`src/sv/apd_pkg.sv`:
```
package apd_pkg;

  localparam logic [7:0] StartByte = 8'h5A;
  localparam logic [7:0] EndByte   = 8'h0D;
  localparam logic [2:0] FirstDataPos = 3'd2;
  localparam logic [2:0] LastDataPos  = 3'd4;

  localparam int unsigned InDataW  = 8;
  localparam int unsigned OutDataW = 32;
  localparam int unsigned OutUserW = 2;
  localparam int unsigned AddrW    = 3;

  localparam logic [0:0] RegStationAddr = 1'b0;

  typedef enum logic {
    ReqRxByte = 1'b0,
    ReqClear  = 1'b1
  } apd_req_e;

  typedef struct packed {
    apd_req_e   req_type;
    logic [7:0] rx_byte;
  } apd_item_t;

  typedef struct packed {
    logic [7:0] level_value;
    logic [7:0] trigger_value;
    logic [7:0] output_value;
    logic [3:0] command_code;
    logic       frame_done;
    logic       packet_ready;
  } apd_result_t;

endpackage

```
`src/sv/apd_in_reg.sv`:
```
module apd_in_reg import apd_pkg::*; (
  input  logic      clk_i,
  input  logic      rst_ni,
  input  logic      in_valid_i,
  output logic      in_ready_o,
  input  apd_item_t in_item_i,
  output logic      out_valid_o,
  input  logic      out_ready_i,
  output apd_item_t out_item_o
);

  logic      valid_q, valid_d;
  apd_item_t item_q;

  assign in_ready_o = !valid_q || out_ready_i;

  always_comb begin
    valid_d = valid_q;
    if (in_ready_o) begin
      valid_d = in_valid_i;
    end
  end

  always_ff @(posedge clk_i or negedge rst_ni) begin
    if (!rst_ni) begin
      valid_q <= 1'b0;
    end else begin
      valid_q <= valid_d;
    end
  end

  always_ff @(posedge clk_i) begin
    if (in_ready_o && in_valid_i) begin
      item_q <= in_item_i;
    end
  end

  assign out_valid_o = valid_q;
  assign out_item_o  = item_q;

endmodule

```
`src/sv/apd_core.sv`:
```
module apd_core import apd_pkg::*; (
  input  logic        clk_i,
  input  logic        rst_ni,
  input  logic [3:0]  station_addr_i,
  input  logic        in_valid_i,
  output logic        in_ready_o,
  input  apd_item_t   in_item_i,
  output logic        out_valid_o,
  input  logic        out_ready_i,
  output apd_result_t out_result_o
);

  logic        hunting_q, hunting_d;
  logic        loading_q, loading_d;
  logic [2:0]  pos_q, pos_d;
  logic [7:0]  store_q [4];
  logic [7:0]  store_d [4];
  logic        ready_flag_q, ready_flag_d;
  logic        done;
  logic        fire;
  logic        out_valid_q;
  apd_result_t result_q, result_d;
  logic [1:0]  store_idx;

  assign in_ready_o = !out_valid_q || out_ready_i;
  assign fire       = in_valid_i && in_ready_o;
  assign store_idx  = 2'(pos_q - 3'd1);

  always_comb begin
    hunting_d    = hunting_q;
    loading_d    = loading_q;
    pos_d        = pos_q;
    store_d      = store_q;
    ready_flag_d = ready_flag_q;
    done         = 1'b0;
    if (in_item_i.req_type == ReqClear) begin
      ready_flag_d = 1'b0;
    end else if (loading_q) begin
      if (pos_q >= FirstDataPos && pos_q <= LastDataPos) begin
        store_d[store_idx] = in_item_i.rx_byte;
        pos_d = pos_q + 3'd1;
      end else begin
        if (in_item_i.rx_byte == EndByte) begin
          ready_flag_d = 1'b1;
          done         = 1'b1;
        end
        loading_d = 1'b0;
        pos_d     = 3'd0;
      end
    end else if (hunting_q) begin
      if (in_item_i.rx_byte[7:4] == station_addr_i) begin
        store_d[0] = in_item_i.rx_byte;
        hunting_d  = 1'b0;
        loading_d  = 1'b1;
        pos_d      = FirstDataPos;
      end
    end else if (in_item_i.rx_byte == StartByte) begin
      hunting_d = 1'b1;
      pos_d     = 3'd0;
    end
  end

  always_comb begin
    result_d.packet_ready  = ready_flag_d;
    result_d.frame_done    = done;
    result_d.command_code  = store_d[0][3:0];
    result_d.output_value  = store_d[1];
    result_d.trigger_value = store_d[2];
    result_d.level_value   = store_d[3];
  end

  always_ff @(posedge clk_i or negedge rst_ni) begin
    if (!rst_ni) begin
      hunting_q    <= 1'b0;
      loading_q    <= 1'b0;
      pos_q        <= 3'd0;
      ready_flag_q <= 1'b0;
      out_valid_q  <= 1'b0;
      for (int i = 0; i < 4; i++) begin
        store_q[i] <= 8'h00;
      end
    end else begin
      if (fire) begin
        hunting_q    <= hunting_d;
        loading_q    <= loading_d;
        pos_q        <= pos_d;
        ready_flag_q <= ready_flag_d;
        store_q      <= store_d;
      end
      if (in_ready_o) begin
        out_valid_q <= in_valid_i;
      end
    end
  end

  always_ff @(posedge clk_i) begin
    if (fire) begin
      result_q <= result_d;
    end
  end

  assign out_valid_o  = out_valid_q;
  assign out_result_o = result_q;

endmodule

```
`src/sv/addressed_packet_deframer.sv`:
```
// addressed packet deframer
// slave stream: one transfer per received byte (tdata) or clear request
// (tuser = 1). bytes are scanned for six-byte frames: 'Z', an address byte
// whose upper nibble equals station_address, three payload bytes and CR.
// master stream: one result transfer per input transfer, carrying the ready
// flag, a frame-done pulse and the frame fields as they stand after the byte.
// apb port: register 0 at address 0 holds station_address (4 bits).
// a transfer taken on the slave side passes the input register, then the
// result register. throughput: one transfer per cycle while the master side
// accepts, set by the state update in the core.
// when the master side stalls, both registers hold and tready falls only
// once both are full; no transfer is lost or repeated.
// reset clears the frame state, payload fields, ready flag and
// station_address; no transfers are pending after reset.
module addressed_packet_deframer import apd_pkg::*; (
  input  logic                clk_i,
  input  logic                rst_ni,
  input  logic                s_axis_tvalid_i,
  output logic                s_axis_tready_o,
  input  logic [InDataW-1:0]  s_axis_tdata_i,   // rx_byte
  input  logic                s_axis_tuser_i,   // req_type
  output logic                m_axis_tvalid_o,
  input  logic                m_axis_tready_i,
  // command_code[3:0], output_value[11:4], trigger_value[19:12],
  // level_value[27:20], zero fill
  output logic [OutDataW-1:0] m_axis_tdata_o,
  output logic [OutUserW-1:0] m_axis_tuser_o,   // packet_ready, frame_done
  input  logic                psel,
  input  logic                penable,
  input  logic                pwrite,
  input  logic [AddrW-1:0]    paddr,
  input  logic [31:0]         pwdata,
  output logic [31:0]         prdata,
  output logic                pready
);

  logic [3:0]  station_q;
  logic        mid_valid, mid_ready;
  apd_item_t   in_item, mid_item;
  apd_result_t result;

  assign pready = 1'b1;

  always_ff @(posedge clk_i or negedge rst_ni) begin
    if (!rst_ni) begin
      station_q <= 4'h0;
    end else if (psel && penable && pwrite && paddr[AddrW-1] == RegStationAddr) begin
      station_q <= pwdata[3:0];
    end
  end

  assign prdata = (paddr[AddrW-1] == RegStationAddr) ? {28'h0, station_q} : 32'h0;

  assign in_item.req_type = apd_req_e'(s_axis_tuser_i);
  assign in_item.rx_byte  = s_axis_tdata_i;

  apd_in_reg u_in_reg (
    .clk_i       (clk_i),
    .rst_ni      (rst_ni),
    .in_valid_i  (s_axis_tvalid_i),
    .in_ready_o  (s_axis_tready_o),
    .in_item_i   (in_item),
    .out_valid_o (mid_valid),
    .out_ready_i (mid_ready),
    .out_item_o  (mid_item)
  );

  apd_core u_core (
    .clk_i          (clk_i),
    .rst_ni         (rst_ni),
    .station_addr_i (station_q),
    .in_valid_i     (mid_valid),
    .in_ready_o     (mid_ready),
    .in_item_i      (mid_item),
    .out_valid_o    (m_axis_tvalid_o),
    .out_ready_i    (m_axis_tready_i),
    .out_result_o   (result)
  );

  assign m_axis_tuser_o = {result.frame_done, result.packet_ready};
  assign m_axis_tdata_o = {4'h0, result.level_value, result.trigger_value,
                           result.output_value, result.command_code};

endmodule

```
`config.mk`:
```
export PLATFORM = sky130hd
export DESIGN_NAME = addressed_packet_deframer
export DESIGN_NICKNAME = d
export VERILOG_FILES = /design/src/sv/apd_pkg.sv /design/src/sv/apd_in_reg.sv /design/src/sv/apd_core.sv /design/src/sv/addressed_packet_deframer.sv
export SDC_FILE = /design/constraint.sdc
export NUM_CORES = 1
export LEC_CHECK = 0
export ABC_AREA = 1
export BUFFER_PORTS_ARGS = -buffer_cell sky130_fd_sc_hd__clkbuf_2
export CAP_MARGIN = 40
export CORE_AREA = 2 2 90 92
export CTS_CLUSTER_SIZE = 20
export DETAILED_ROUTE_END_ITERATION = 10
export DIE_AREA = 0 0 92 94
export PLACE_DENSITY = 0.84
export SYNTH_ARGS = -nofsm -noshare
export SYNTH_HDL_FRONTEND = slang
export SYNTH_SLANG_ARGS = --single-unit
```
`constraint.sdc`:
```
create_clock -name clk_i -period 3 [get_ports clk_i]
set_input_delay 0.3 -clock clk_i [delete_from_list [all_inputs] [get_ports clk_i]]
set_output_delay 0.3 -clock clk_i [all_outputs]
set_load 0.01 [all_outputs]
```
# Word-level counts from Yosys, hierarchy flattened
# Index checks and enable logic that the tools add are counted.
# classes
add_sub_neg	2
n_lt_le_gt_ge	4
eq_ne	5
muxes	27
bitwise	4
n_reduce_logical	19
# op_table
operator	count
32-bit bitwise mux	1
32-bit two-way mux	1
8-bit two-way mux	4
28-bit two-way mux	1
24-bit two-way mux	1
8-bit demux with 2-bit select	1
3-bit two-way mux	5
1-bit two-way mux	12
8-bit by 4-bit equality test with 1-bit output (second input constant)	1
8-bit by 7-bit equality test with 1-bit output (second input constant)	1
1-bit logical AND	7
5-bit AND reduction	1
4-bit equality test	1
4-bit two-way mux	1
4-bit AND reduction	1
2-bit nonzero test	2
3-bit by 1-bit adder with 3-bit output (second input constant)	1
3-bit by 2-bit >= comparator with 1-bit output (second input constant)	1
3-bit >= comparator (second input constant)	1
3-bit <= comparator (second input constant)	1
3-bit by 1-bit < comparator with 1-bit output (second input constant)	1
3-bit != test (second input constant)	1
1-bit NOT	3
2-bit NOT with 3-bit output	1
8 further kinds	10
# totals
ff_bits	83
inputBits	51
output_inout_bits	69
word_cells	81

# Depth between registers and ports, before layout
# Gate-level depths: netlist (run 1).
# logic_depth
ltp_word	10
depth_mapped	11
mapped_depth_nobuf	10

# Modules after synthesis
# A second synthesis (run 1) with hierarchy kept.
# unflattened
hier_cells	418
hier_area_um2	3903.7
# modules_own_cells
module	n_inst	cells_each	area_each_um2	seq_area_each_um2
apd_core	1	339	3119.2	1776.7
addressed_packet_deframer	1	64	469.2	100.1
apd_in_reg	1	15	315.3	295.3

# Worst setup path after synthesis (run 1)
# OpenSTA, ideal clock, no wires.
# synth_path
path_type	register to register
from	register u_core.out_valid_q, in the netlist u_core.out_valid_o
to	register u_core.result_q, in the netlist u_core.out_result_o[0], enable pin
arrival_ns	1.821
setup_slack_ns	0.773
stages_incl_launch_ff	5
n_path_buf	1
synth_period_minus_slack_ns	2.227
cell_sequence	dfrtp_1 > nand2_1 > nand2_1 > inv_1 > clkbuf_1
# synth_between
elab_chain_len	3
# synth_rtl
element	line	rtl
start, declared	apd_core.sv:21	logic out_valid_q;
start signal, assigned	apd_core.sv:91	out_valid_q <= in_valid_i;
1-bit logical NOT	apd_core.sv:25	assign in_ready_o = !out_valid_q || out_ready_i;
1-bit logical OR	apd_core.sv:25	
1-bit logical AND	apd_core.sv:26	assign fire = in_valid_i && in_ready_o;
net u_core.fire	apd_core.sv:20	logic fire;
end signal, assigned	apd_core.sv:98	result_q <= result_d;
end, declared	apd_core.sv:22	apd_result_t result_q, result_d;
# The timed path passes the listed nets, and every way through them passes these cells.
# A chain may end at the register's enable or synchronous reset.

==> results of run 1 <==
## logic make-up after synthesis
family,after synthesis,share of synthesized area
AND/OR/NAND/NOR,188,0.213
XOR/XNOR,1,0.00230
adder cells (fa/ha/maj),5,0.0164
flip-flops,79,0.571
AO/OA/AOI/OAI,50,0.0776
other,2,0.00197
buffers and inverters,77,0.118
## metrics by stage
step / hold WS [ps] / power [mW] / std cells / utilization
2_1_floorplan: 4.41 / 1.50 / 433 / -
3_3_place_gp: 455 / 1.57 / 549 / 0.528
3_5_place_dp: 315 / 1.58 / 550 / 0.532
4_1_cts: 122 / 2.45 / 567 / 0.563
5_1_grt: 111 / 2.54 / 567 / 0.563
6_report: 124 / 2.44 / 567 / 0.563
## path summary, 6_finish.rpt
path	start	end	cells after the start
max reg2reg	u_core.pos_q[1]	u_core.store_q[20]	8
min in group asynchronous	rst_ni	u_core.store_q[5]	2
min	s_axis_tdata_i[1]	u_in_reg.out_item_o[1]	1
min reg2reg	u_core.store_q[27]	u_core.store_q[27]	2
max in group asynchronous	rst_ni	station_q[2]	3
max	u_core.pos_q[1]	u_core.store_q[20]	8
## synth_stat cells, types with 2 or more instances
| cell type | n |
|---|---|
| o21ai_2 | 7 |
| nand3_4 | 3 |
| buf_6 | 4 |
| conb_1 | 2 |
| a22oi_1 | 3 |
| nor2_1 | 9 |
| nor2_2 | 2 |
| buf_4 | 34 |
| dfrtp_1 | 40 |
| buf_2 | 2 |
| o21ai_1 | 20 |
| o21ai_0 | 12 |
| ha_1 | 5 |
| a21oi_1 | 7 |
| nor3_1 | 3 |
| clkbuf_1 | 3 |
| nand3_1 | 16 |
| inv_1 | 30 |
| edfxtp_1 | 39 |
| nand2_1 | 145 |
| inv_2 | 3 |
| nand4_1 | 5 |
## metal layers
metal / vias to the layer above / part of all wire / track usage
met1: 1311 / 0.41 / 0.239
met4: 0 / 0.020 / 0.0734
met3: 14 / 0.089 / 0.0409
met5: - / 0 / 0
met2: 159 / 0.48 / 0.282
li1: 1355 / - / -
## power by group through the flow
| stage | registers, mW | clock network (mW) | logic [mW] |
|---|---|---|---|
| floorplan | 1.30 | 0 | 0.199 |
| detailed placement | 1.28 | 0 | 0.307 |
| finish | 1.25 | 0.871 | 0.310 |
| global placement | 1.27 | 0 | 0.298 |
| global route | 1.26 | 0.932 | 0.350 |
| CTS | 1.25 | 0.883 | 0.311 |
## layout make-up
type | instances | area [µm²] | share of cell area
well taps | 102 | 128 | 0.0298
inverters | 33 | 124 | 0.0289
multi-input cells | 277 | 1300 | 0.304
clock inverters | 5 | 81.3 | 0.0190
repair buffers | 60 | 333 | 0.0778
flip-flops and latches | 79 | 2170 | 0.508
clock buffers | 11 | 141 | 0.0330
## sequential cells by signal, indices dropped and copies added, names as in the netlist, 3 cells and up
signal,count
u_in_reg.out_item_o,9
u_core.pos_q,3
u_core.out_result_o,30
u_core.store_q,28
station_q,4
==> metrics.sh, run 1 <==
CRIT_PATH_MAX_INCR_DELAY_PS=430
DRCVIOLATIONCOUNT=0
POST_CTS_RESIZED=0
DRT-TOTAL-WL_MM=7.19
SYN_AREA_PER_CELL_UM2=9.46
DOMINANT_CELLS_BY_AREA_AFTER_SYNTHESIS='edfxtp_1 (31%), dfrtp_1 (26%), nand2_1 (14%)'
HOLD_CLASS='in -> reg'
AREA_SHARE_OF_THE_LARGEST_CELL_TYPE_AFTER_SYNTHESIS=0.308
DRT_ITER0_MARKERS=194
YOSYSWARNINGCOUNT=0
REQUIRED_PS=3280
ROUTEDWLPERCELL_UM=12.7
START_KIND='flop'
POST_SYNTHESIS_INSTANCE_AREA_UM2=3800
ANTENNA_CELLS_INSERTED=0
FINAL_MAX_SLEW_VIOL_COUNT=0
SETUP_REPAIR_AFTER_GLOBAL_ROUTING_MISSED_ITS_MARGIN='no'
POWER_SWITCHING_SHARE=0.260
MAX-SLEW-MARGIN-REL=0.623
SYNTH-MAIN-FF-CELL='dfrtp_1'
SYNTH-EDFF-COUNT=39
CORE.ROWCOUNT=32
STATUS='finished clean'
POWER.IR.VDD_WORST_uV=293
ASYNC_RESET_FF_FRAC=0.506
GRT_MAX_DEGREE=43
YS_SEQ_AREA_FRAC=0.571
CLKSLEWWORSTSETUPHOLDPATHS_PS=80
SYNTH_AREA_LEADER_CELL='edfxtp_1'
SYNTH_CELL_TYPES=30
WORST_PATH_MAX_DELAY_CELL='dfrtp_1'
CRIT_PATH_FREQUENT_CELL='nand2_1'
NUMCTSBUFFERS=9
FLOORPLAN.IO_PINS=120
LAYOUT.NETS=516
LOGIC_GATE_SHARE_OF_TOTAL_POWER=0.127
LAYOUT_COMMONEST_CELL='nand2_1'
WORST-R2R-SETUP-SLACK_PS=1030
PLACED_CELL_AREA_UM2=4050
FILLCELLCOUNT=659
FINAL_DESIGN_AREA_NO_FILL_UM2=4280
DRIVE_ABOVE_1_SHARE=0.204
CTS_POST_SETUP_BUFFERS_INSERTED=0
ANTENNA_VIOLATIONS_BEFORE_REPAIR=0
TRANSITION_TIME_AT_THE_PIN_WITH_THE_LEAST_SLEW_MARGIN_PS=565
PORT_BUFFERS=56
TIMING.SETUP.CRITICAL_PATH_CLASS='reg -> reg'
NUM_VIAS=2839
TOTAL_SWITCHING_POWER_mW=0.634
DRV.MAX_CAP_VIOLATION_COUNT=0
POSTCTSHOLDBUFS=1
FINAL_CRITICAL_PATH_TIME_INCLUDING_I_O_DELAYS_AND_SETUP_PS=1970
POWER_FRAC_SEQ=0.515
POWER_INTERNAL_mW=1.80
SYNTH.FF_LATCH_COUNT=79
FIN_SETUP_TNS_PS=0
CORE_AREA_UM2=7610
GPL.FINAL_WEIGHTED_CONGESTION=0.937
SKEW_PS=9.60
CLOCK_TREE.HTREE_LEVEL_COUNT=3
LAYOUT.CELLS.MOST_COMMON_LIST='nand2_1 (145), clkbuf_2 (56), dfrtp_1 (40)'
POST_SYNTH_INST_COUNT=402
FP.DIEH_UM=94
WORSTSETUPENDPOINTTYPE='flop'
CLOCK_SINKS=79
CRIT_FAMILY='simple AND/OR/NAND/NOR gates'
DIE_AREA_UM2=8650
CLOCK_PATH_BUFFERS=2
DR.PASS1.ITERS=6
CLOCK_LATENCY_PS=350
AVGVIACOUNTPERCELL=5.01
CRITICAL_PATH_PEAK_FANOUT=16
REPORT.FINAL.SETUP_VIOL=0
INITIAL_UTILIZATION=0.500
GRTUSAGETOTAL=0.178
SYN_TO_FINAL_GROWTH_PCT=12.5
CP.BUFFERS_INVERTERS=1
POWER.STATIC_LEAKAGE_nW=2.06
MAX_FREQ_MHz=507
DIE_WIDTH_UM=92
TIMING.FINAL.CRIT_SHARE=0.658
CP.ARRIVAL_PS=2260
NUMBER_OF_ROUTED_NETS_WITH_ANTENNA_VIOLATIONS=0
P_PER_AREA_nW_PER_UM2=569
CLOCK_POWER_SHARE=0.358
VIAS_IN_THE_FIRST_GLOBAL_ROUTE=2493
CTS-ROOT-BUF='clkbuf_8'
CP_CELL_SEQUENCE='inv_1 -> ha_1 -> nand2_2 -> o21ai_4 -> nand3_4 -> o21ai_1 -> nand2_1 -> nand2_1'
CTS_TREE='done'
PLACE.DETAILED.HPWL_MM=5.07
GRT.OVERFLOW.TOTAL=0
WIRE_LENGTH_OF_THE_FIRST_GLOBAL_ROUTING_PASS_MM=11.9
TIMING.FINAL.HOLD_VIOLATIONS=0
PLACEMENT_SETUP_SLACK_PS=1070
SETUP_WS_PS=1030
Power figures use the tool's default switching activity.
==> run 2: changes to the inputs <==
--- a/config.mk
+++ b/config.mk
@@ -8,11 +8,11 @@
 export ABC_AREA = 1
 export BUFFER_PORTS_ARGS = -buffer_cell sky130_fd_sc_hd__clkbuf_2
 export CAP_MARGIN = 40
-export CORE_AREA = 2 2 90 92
+export CORE_AREA = 2 2 94 96
 export CTS_CLUSTER_SIZE = 20
 export DETAILED_ROUTE_END_ITERATION = 10
-export DIE_AREA = 0 0 92 94
-export PLACE_DENSITY = 0.84
+export DIE_AREA = 0 0 96 98
+export PLACE_DENSITY = 0.81
 export SYNTH_ARGS = -nofsm -noshare
 export SYNTH_HDL_FRONTEND = slang
 export SYNTH_SLANG_ARGS = --single-unit
==> constraint.sdc (replaced) <==
create_clock -name clk_i -period 1.77 [get_ports clk_i]
set_input_delay 0.177 -clock clk_i [delete_from_list [all_inputs] [get_ports clk_i]]
set_output_delay 0.177 -clock clk_i [all_outputs]
set_load 0.01 [all_outputs]
==> run 2 against run 1 <==
  * Sequential power grew 70%
  * Die area increased by 8.8%
  * Critical endpoint is now u_core.out_result_o[4]
  * Non-clock buffer count rose by 23
  * Wire length grew 8.2%
  * Core utilization is 2.9 points lower
  * Sequential share of layout area down 2.6 points
  * Critical path depth rose by 1
  * Clock power is 53% higher
  * Largest cell class unchanged
  * Register-to-register slack worse by 960 ps
  * Sequential cell count did not move
  * Worst setup slack worse by 960 ps
  * Maximum frequency grew 16%
==> metrics.sh, run 2 (synthesis results as in run 1) <==
GRT-BUSIEST-LAYER='met2'
DRT_ITER0_MARKERS=183  # -5.7%
FINAL.HOLD.WORST_SLACK_PS=62.4  # -62.1 ps
DR.PASS1.ITERS=5  # -1
LAYOUT.NETS=541  # +4.8%
GRT_USE_MET1=0.210  # -0.0292
FINAL_MAX_SLEW_VIOL_COUNT=0  # unchanged
LAYOUT_COMMONEST_CELL='nand2_1'
WORSTSETUPENDPOINTTYPE='flop'
GRTUSAGEMET2=0.276  # -0.00622
NUMCTSBUFFERS=9  # unchanged
ANTENNA_VIOLATIONS_BEFORE_REPAIR=0  # unchanged
CLOCK_LATENCY_PS=350  # about the same
TRANSITION_TIME_AT_THE_PIN_WITH_THE_LEAST_SLEW_MARGIN_PS=602  # +37.1 ps
CLOCK_SINKS=79  # unchanged
CORE.ROWCOUNT=34  # +6.3%
GRTUSAGETOTAL=0.170  # -0.00861
CTS_TREE='done'
GR-USAGE-MET3=0.0370  # -0.00389
TIMING.FINAL.HOLD_VIOLATIONS=0  # unchanged
DRV.MAX_CAP_VIOLATION_COUNT=0  # unchanged
CLOCK_TREE.HTREE_LEVEL_COUNT=3  # unchanged
TIMING.FINAL.CRIT_SHARE=0.963  # +0.305
HOLD_CLASS='in -> reg'
GPL.FINAL_WEIGHTED_CONGESTION=0.950  # +1.3%
REPORT.FINAL.SETUP_VIOL=0  # unchanged
POWER.IR.VDD_WORST_uV=469  # +60%
MAX-SLEW-MARGIN-REL=0.598  # -0.0248
ANTENNA_CELLS_INSERTED=0  # unchanged
DRCVIOLATIONCOUNT=0  # unchanged
FINAL_DESIGN_AREA_NO_FILL_UM2=4510  # +5.5%
FILLCELLCOUNT=724  # +9.9%
MAX_FREQ_MHz=587  # +16%
VIAS_IN_THE_FIRST_GLOBAL_ROUTE=2799  # +12%
DIE_WIDTH_UM=96  # +4.3%
CTS-ROOT-BUF='clkbuf_8'
AVGVIACOUNTPERCELL=4.90  # -2.1%
PORT_BUFFERS=56  # unchanged
FINAL-INSTANCE-COUNT-EXCL-FILL=598  # +5.5%
FINAL_CRITICAL_PATH_TIME_INCLUDING_I_O_DELAYS_AND_SETUP_PS=1700  # -268 ps
PLACED_CELL_AREA_UM2=4130  # +2.0%
PLACEMENT_SETUP_SLACK_PS=-32.2  # -1100 ps
CLOCK_PATH_BUFFERS=2  # unchanged
CLKSLEWWORSTSETUPHOLDPATHS_PS=80  # about the same
DIE_AREA_UM2=9410  # +8.8%
TOTAL_POWER_mW=4.03  # +65%
FLOORPLAN.IO_PINS=120  # unchanged
CORE_AREA_UM2=8470  # +11%
PLACE.DETAILED.HPWL_MM=5.33  # +5.1%
FIN_SETUP_TNS_PS=0  # unchanged
SETUP_WS_PS=65.0  # -962 ps
CRITICAL_PATH_PEAK_FANOUT=7  # -9
P_PER_AREA_nW_PER_UM2=892  # +57%
FINAL_CORE_UTILIZATION=0.533  # -0.0292
NUMBER_OF_ROUTED_NETS_WITH_ANTENNA_VIOLATIONS=0  # unchanged
POWER.STATIC_LEAKAGE_nW=2.17  # +5.3%
POST-PLACE-CELLS=565  # +2.7%
CP.ARRIVAL_PS=1890  # -370 ps
LARGEST_REGISTER_FF_COUNT=30  # unchanged
TIMING.SETUP.CRITICAL_PATH_CLASS='reg -> reg'
DRT-TOTAL-WL_MM=7.79  # +8.2%
FP.DIEH_UM=98  # +4.3%
DRIVE_ABOVE_1_SHARE=0.237  # +0.0324
SYN_TO_FINAL_GROWTH_PCT=18.6
INITIAL_UTILIZATION=0.449  # -0.0507
LAYOUT.CELLS.MOST_COMMON_LIST='nand2_1 (145), clkbuf_2 (56), dfrtp_1 (40)'
REQUIRED_PS=1960  # -1320 ps
NUM_VIAS=2930  # +3.2%
STATUS='finished clean'
START_KIND='flop'
WIRE_LENGTH_OF_THE_FIRST_GLOBAL_ROUTING_PASS_MM=12.4  # +3.8%
GRT_MAX_DEGREE=46  # +7.0%
GRT.OVERFLOW.TOTAL=0  # unchanged
ROUTEDWLPERCELL_UM=13.0  # +2.6%
SKEW_PS=7.96  # -1.65 ps
SETUP_REPAIR_AFTER_GLOBAL_ROUTING_MISSED_ITS_MARGIN='yes'
run 2: power by group:
| group | leakage [nW] | internal, mW | switching, mW |
|---|---|---|---|
| Clock | 0.101 | 0.662 | 0.669 |
| Sequential | 0.902 | 2.07 | 0.0509 |
| Combinational | 1.17 | 0.181 | 0.392 |
run 2: final cells by class:
cell class / count / area, µm² / share of cell area
clock inverter: 6 / 70.1 / 0.0155
inverter: 33 / 124 / 0.0274
clock buffer: 10 / 128 / 0.0283
sequential: 79 / 2170 / 0.481
tap: 108 / 135 / 0.0299
multi-input combinational: 279 / 1340 / 0.297
timing repair buffer: 83 / 546 / 0.121
run 2: path summary, 6_finish.rpt:
path / from / endpoint / slack (ps) / cells past startpoint
max: u_core.pos_q[1] / u_core.out_result_o[4] / 70 / 9
min: s_axis_tvalid_i / u_in_reg.out_valid_o / 60 / 3
max reg2reg: u_core.pos_q[1] / u_core.out_result_o[4] / 70 / 9
min reg2reg: u_core.store_q[14] / u_core.store_q[14] / 490 / 2
max in group asynchronous: rst_ni / u_core.store_q[9] / 890 / 3
min in group asynchronous: rst_ni / u_core.out_valid_o / 360 / 2
run 2: what timing repair did:
| action | CTS | global route |
|---|---|---|
| resized for setup | 2 | 5 |
| gates cloned | 0 | 2 |
| setup buffers | 2 | 3 |
| hold buffers | 10 | 0 |
| pin swaps | 1 | 4 |
| endpoints found under the hold margin | 29 | 0 |
| setup endpoints to repair | 14 | 55 |
run 2: critical path, cell delays in order (launching register included):
cell     delay (ps)
dfrtp_1         390
inv_2           110
ha_2            220
nand2_4          70
o21ai_4         170
buf_4           200
nand2_1          50
o21ai_0          70
a21oi_1         100
a22oi_1         160
run 2: metal layers:
layer | vias to the layer above | wire (µm)
li1 | 1408 | -
met2 | 146 | 3840
met3 | 23 | 625
met5 | - | 0
met4 | 0 | 233
met1 | 1353 | 3090
==> run 3: changes to the inputs <==
--- a/config.mk
+++ b/config.mk
@@ -5,14 +5,13 @@
 export SDC_FILE = /design/constraint.sdc
 export NUM_CORES = 1
 export LEC_CHECK = 0
-export ABC_AREA = 1
 export BUFFER_PORTS_ARGS = -buffer_cell sky130_fd_sc_hd__clkbuf_2
 export CAP_MARGIN = 40
 export CORE_AREA = 2 2 94 96
 export CTS_CLUSTER_SIZE = 20
 export DETAILED_ROUTE_END_ITERATION = 10
 export DIE_AREA = 0 0 96 98
-export PLACE_DENSITY = 0.81
+export PLACE_DENSITY = 0.8
 export SYNTH_ARGS = -nofsm -noshare
 export SYNTH_HDL_FRONTEND = slang
 export SYNTH_SLANG_ARGS = --single-unit
==> run 3 against run 2 <==
  * Final area grew 7.6%
  * Worst setup slack got worse by 130 ps
  * Clock skew shrank 3.4 ps
  * Critical path type unchanged
  * Register-to-register slack worse by 130 ps
  * Core utilization grew 4.1 points
  * Largest cell class unchanged
  * Largest power group unchanged
  * Maximum frequency is 7.2% lower
  * Wire length shrank 3.4%
  * The run now ends with setup timing left
==> metrics.sh, run 3 <==
CP.BUFFERS_INVERTERS=1  # -1
SETUP_WS_PS=-67.0  # -132 ps
LAYOUT.CELLS.MOST_COMMON_LIST='clkbuf_2 (56), dfrtp_1 (40), edfxtp_1 (39)'
GRTUSAGETOTAL=0.167  # -0.00221
CLOCK_PATH_BUFFERS=2  # unchanged
CRITICAL_PATH_CELL_COUNT=7  # -2
CORE_AREA_UM2=8470  # unchanged
MULTIINPUTGATEAREA_UM2=1580  # +18%
NUMBER_OF_ROUTED_NETS_WITH_ANTENNA_VIOLATIONS=0  # unchanged
SYNTH-EDFF-COUNT=39  # unchanged
CP_CELL_SEQUENCE='inv_2 -> ha_4 -> mux2_4 -> nand2_4 -> mux2_4 -> a22oi_2 -> o2bb2ai_2'
MAX-SLEW-MARGIN-REL=0.567  # -0.0317
GPL.FINAL_WEIGHTED_CONGESTION=0.863  # -9.2%
LAYOUT_COMMONEST_CELL='clkbuf_2'
FLIP_FLOP_AND_LATCH_AREA_UM2=2170  # unchanged
CP.ARRIVAL_PS=1940  # +50 ps
ENDPOINT='u_core.out_result_o[4]'
VIAS_IN_THE_FIRST_GLOBAL_ROUTE=2394  # -14%
CRITICAL_PATH_PEAK_FANOUT=6  # -1
TIMING.FINAL.CRIT_SHARE=1.04  # +0.0746
AVGVIACOUNTPERCELL=4.94  # +0.83%
GRT.OVERFLOW.TOTAL=0  # unchanged
FLOORPLAN.IO_PINS=120  # unchanged
AREA_SHARE_OF_THE_LARGEST_CELL_TYPE_AFTER_SYNTHESIS=0.313  # +0.00483
SETUP.WORST_PATH.START='u_core.pos_q[0]'
CLKSLEWWORSTSETUPHOLDPATHS_PS=80  # about the same
YOSYSWARNINGCOUNT=0  # unchanged
FILLCELLCOUNT=658  # -9.1%
ASYNC_RESET_FF_FRAC=0.506  # unchanged
CLOCK_SINKS=79  # unchanged
DRCVIOLATIONCOUNT=0  # unchanged
CRIT_PATH_FREQUENT_CELL='mux2_4'
DIE_WIDTH_UM=96  # unchanged
TRANSITION_TIME_AT_THE_PIN_WITH_THE_LEAST_SLEW_MARGIN_PS=650  # +47.6 ps
SKEW_PS=4.56  # -3.39 ps
PLACE.DETAILED.HPWL_MM=5.11  # -4.2%
CTS-ROOT-BUF='clkbuf_8'
FP.DIEH_UM=98  # unchanged
FF2FF_PATH_DEPTH=7  # -2
SYNTH_CELL_TYPES=43  # +43%
TOTAL_POWER_mW=4.32  # +7.3%
ROUTEDWLPERCELL_UM=16.0  # +23%
STATUS='finished with violations'
LARGEST_REGISTER_FF_COUNT=30  # unchanged
CORE.ROWCOUNT=34  # unchanged
WORST-R2R-SETUP-SLACK_PS=-70  # -130 ps
CRIT_PATH_MAX_INCR_DELAY_PS=370  # -20 ps
DRIVE_ABOVE_1_SHARE=0.501  # +0.265
MAX_FREQ_MHz=544  # -7.2%
DRT-TOTAL-WL_MM=7.52  # -3.4%
POWER.IR.VDD_WORST_uV=538  # +15%
WORSTREG2REGEND='u_core.out_result_o[4]'
TIMING.FINAL.HOLD_VIOLATIONS=0  # unchanged
NUMCTSBUFFERS=9  # unchanged
YS_SEQ_AREA_FRAC=0.580  # +0.00896
ANTENNA_CELLS_INSERTED=0  # unchanged
VIOLATIONS_IN_THE_FINAL_REPORTS='setup timing'
SYN_TO_FINAL_GROWTH_PCT=29.7
DR.PASS1.ITERS=4  # -1
DRT_ITER0_MARKERS=113  # -38%
SYNTH_AREA_LEADER_CELL='edfxtp_1'
DRV.MAX_CAP_VIOLATION_COUNT=0  # unchanged
TIMING.SETUP.CRITICAL_PATH_CLASS='reg -> reg'
WORSTSETUPENDPOINTTYPE='flop'
GRT_MAX_DEGREE=26  # -43%
POST_SYNTHESIS_INSTANCE_AREA_UM2=3750  # -1.5%
SETUP_REPAIR_AFTER_GLOBAL_ROUTING_MISSED_ITS_MARGIN='yes'
P_PER_AREA_nW_PER_UM2=890  # -0.32%
DOMINANT_CELLS_BY_AREA_AFTER_SYNTHESIS='edfxtp_1 (31%), dfrtp_1 (27%), mux2_2 (17%)'
PLACEMENT_SETUP_SLACK_PS=-67.8  # -35.6 ps
START_KIND='flop'
FINAL_MAX_SLEW_VIOL_COUNT=0  # unchanged
ORIGIN_OF_THE_CRITICAL_FLOP_TO_FLOP_PATH='u_core.pos_q[0]'
LAYOUT.NETS=414  # -23%
SYNTH-MAIN-FF-CELL='dfrtp_1'
CLOCK_TREE.HTREE_LEVEL_COUNT=3  # unchanged
SYNTH.FF_LATCH_COUNT=79  # unchanged
HOLD_CLASS='in -> reg'
SYNTH_TOP_CELLS_BY_COUNT='mux2_2 (57), dfrtp_1 (40), edfxtp_1 (39)'
ANTENNA_VIOLATIONS_BEFORE_REPAIR=0  # unchanged
DIE_AREA_UM2=9410  # unchanged
REPORT.FINAL.SETUP_VIOL=4  # +4
WORST_PATH_MAX_DELAY_CELL='dfrtp_1'
REQUIRED_PS=1880  # -80 ps
INITIAL_UTILIZATION=0.443  # -0.00695
SYN_AREA_PER_CELL_UM2=14.2  # +50%
FIN_SETUP_TNS_PS=-195  # -195 ps
CTS_TREE='done'
POST_SYNTH_INST_COUNT=264  # -34%
SYNTH_MOST_COMMON_CELL='mux2_2'
NUM_VIAS=2327  # -21%
PORT_BUFFERS=56  # unchanged
FINAL_CRITICAL_PATH_TIME_INCLUDING_I_O_DELAYS_AND_SETUP_PS=1840  # +132 ps
CLOCK_LATENCY_PS=350  # about the same
POWER.STATIC_LEAKAGE_nW=2.29  # +5.2%
CRIT_FAMILY='multiplexers'
WIRE_LENGTH_OF_THE_FIRST_GLOBAL_ROUTING_PASS_MM=11.8  # -4.5%
run 3: changes by cell type after synthesis, sizes merged, moves of 4 or more:
cell | before | now
nand2 | 146 | 8
mux2 | 0 | 58
o21ai | 40 | 7
inv | 33 | 6
nand3 | 20 | 1
nor2 | 12 | 6
o2bb2ai | 0 | 6
nor2b | 0 | 5
a21oi | 7 | 3
xnor2 | 0 | 4
run 3: stage by stage:
stage / hold slack (ps) / utilization / area, µm² / cells
2_1_floorplan: -119 / - / 3930 / 295
5_1_grt: 2.10 / 0.574 / 4860 / 471
3_5_place_dp: 236 / 0.508 / 4300 / 443
6_report: 14.4 / 0.574 / 4860 / 471
4_1_cts: 0.490 / 0.563 / 4770 / 471
3_3_place_gp: 222 / 0.508 / 4300 / 443
run 3: repair_timing:
action,4_1_cts,5_1_grt
hold buffers,8,0
buffers inserted,4,0
pin swaps,5,3
resized for setup,14,23
setup endpoints to repair,34,39
endpoints found under the hold margin,31,0
run 3: cell type report:
type | count | share of cell area
Clock buffer | 11 | 0.0291
Clock inverter | 5 | 0.0265
Inverter | 6 | 0.00541
Multi-Input combinational cell | 167 | 0.326
Sequential cell | 79 | 0.447
Tap cell | 108 | 0.0278
Timing Repair Buffer | 95 | 0.138
run 3: cells by family (layout without fill, tap and decap cells):
kind of cell               Yosys count  after routing  share of synthesized area
AOI/OAI and AO/OA                   26             26                     0.0511
other                                2             33                    0.00200
DFF                                 79             79                      0.580
muxes                               59             59                      0.178
adders and majority gates            5              5                     0.0167
xor gates and xnor gates             4              4                    0.00935
buffers and inverters               49            117                     0.0852
and+or+nand+nor                     40             40                     0.0778
run 3: worst min-delay path by stage:
stage,start,endpoint,slack [ps],cells after the start
global placement,rst_ni,station_q[3],220,1
global route,s_axis_tuser_i,u_in_reg.out_item_o[8],2,1
finish,s_axis_tdata_i[1],u_in_reg.out_item_o[1],10,1
floorplan,rst_ni,station_q[0],-120,0
detailed placement,rst_ni,station_q[3],240,1
CTS,s_axis_tdata_i[1],u_in_reg.out_item_o[1],0.5,1
run 3: worst register-to-register path: stages (launching register included):
cell and delay [ps]:
dfrtp_1 370, inv_2 60, ha_4 160, mux2_4 320, nand2_4 110, mux2_4 310
a22oi_2 210, o2bb2ai_2 70
run 3: per-layer routing:
| layer | up-vias | part of all wire | GRT usage |
|---|---|---|---|
| met3 | 15 | 0.044 | 0.0394 |
| met1 | 1174 | 0.43 | 0.206 |
| li1 | 1074 | - | - |
| met2 | 64 | 0.51 | 0.283 |
| met4 | 0 | 0.022 | 0.0626 |
| met5 | - | 0 | 0 |
run 3: power breakdown:
part | switching [mW] | internal, mW | total [mW]
Sequential | 0.0535 | 2.03 | 2.08
Clock | 0.643 | 1.12 | 1.76
Combinational | 0.277 | 0.200 | 0.478
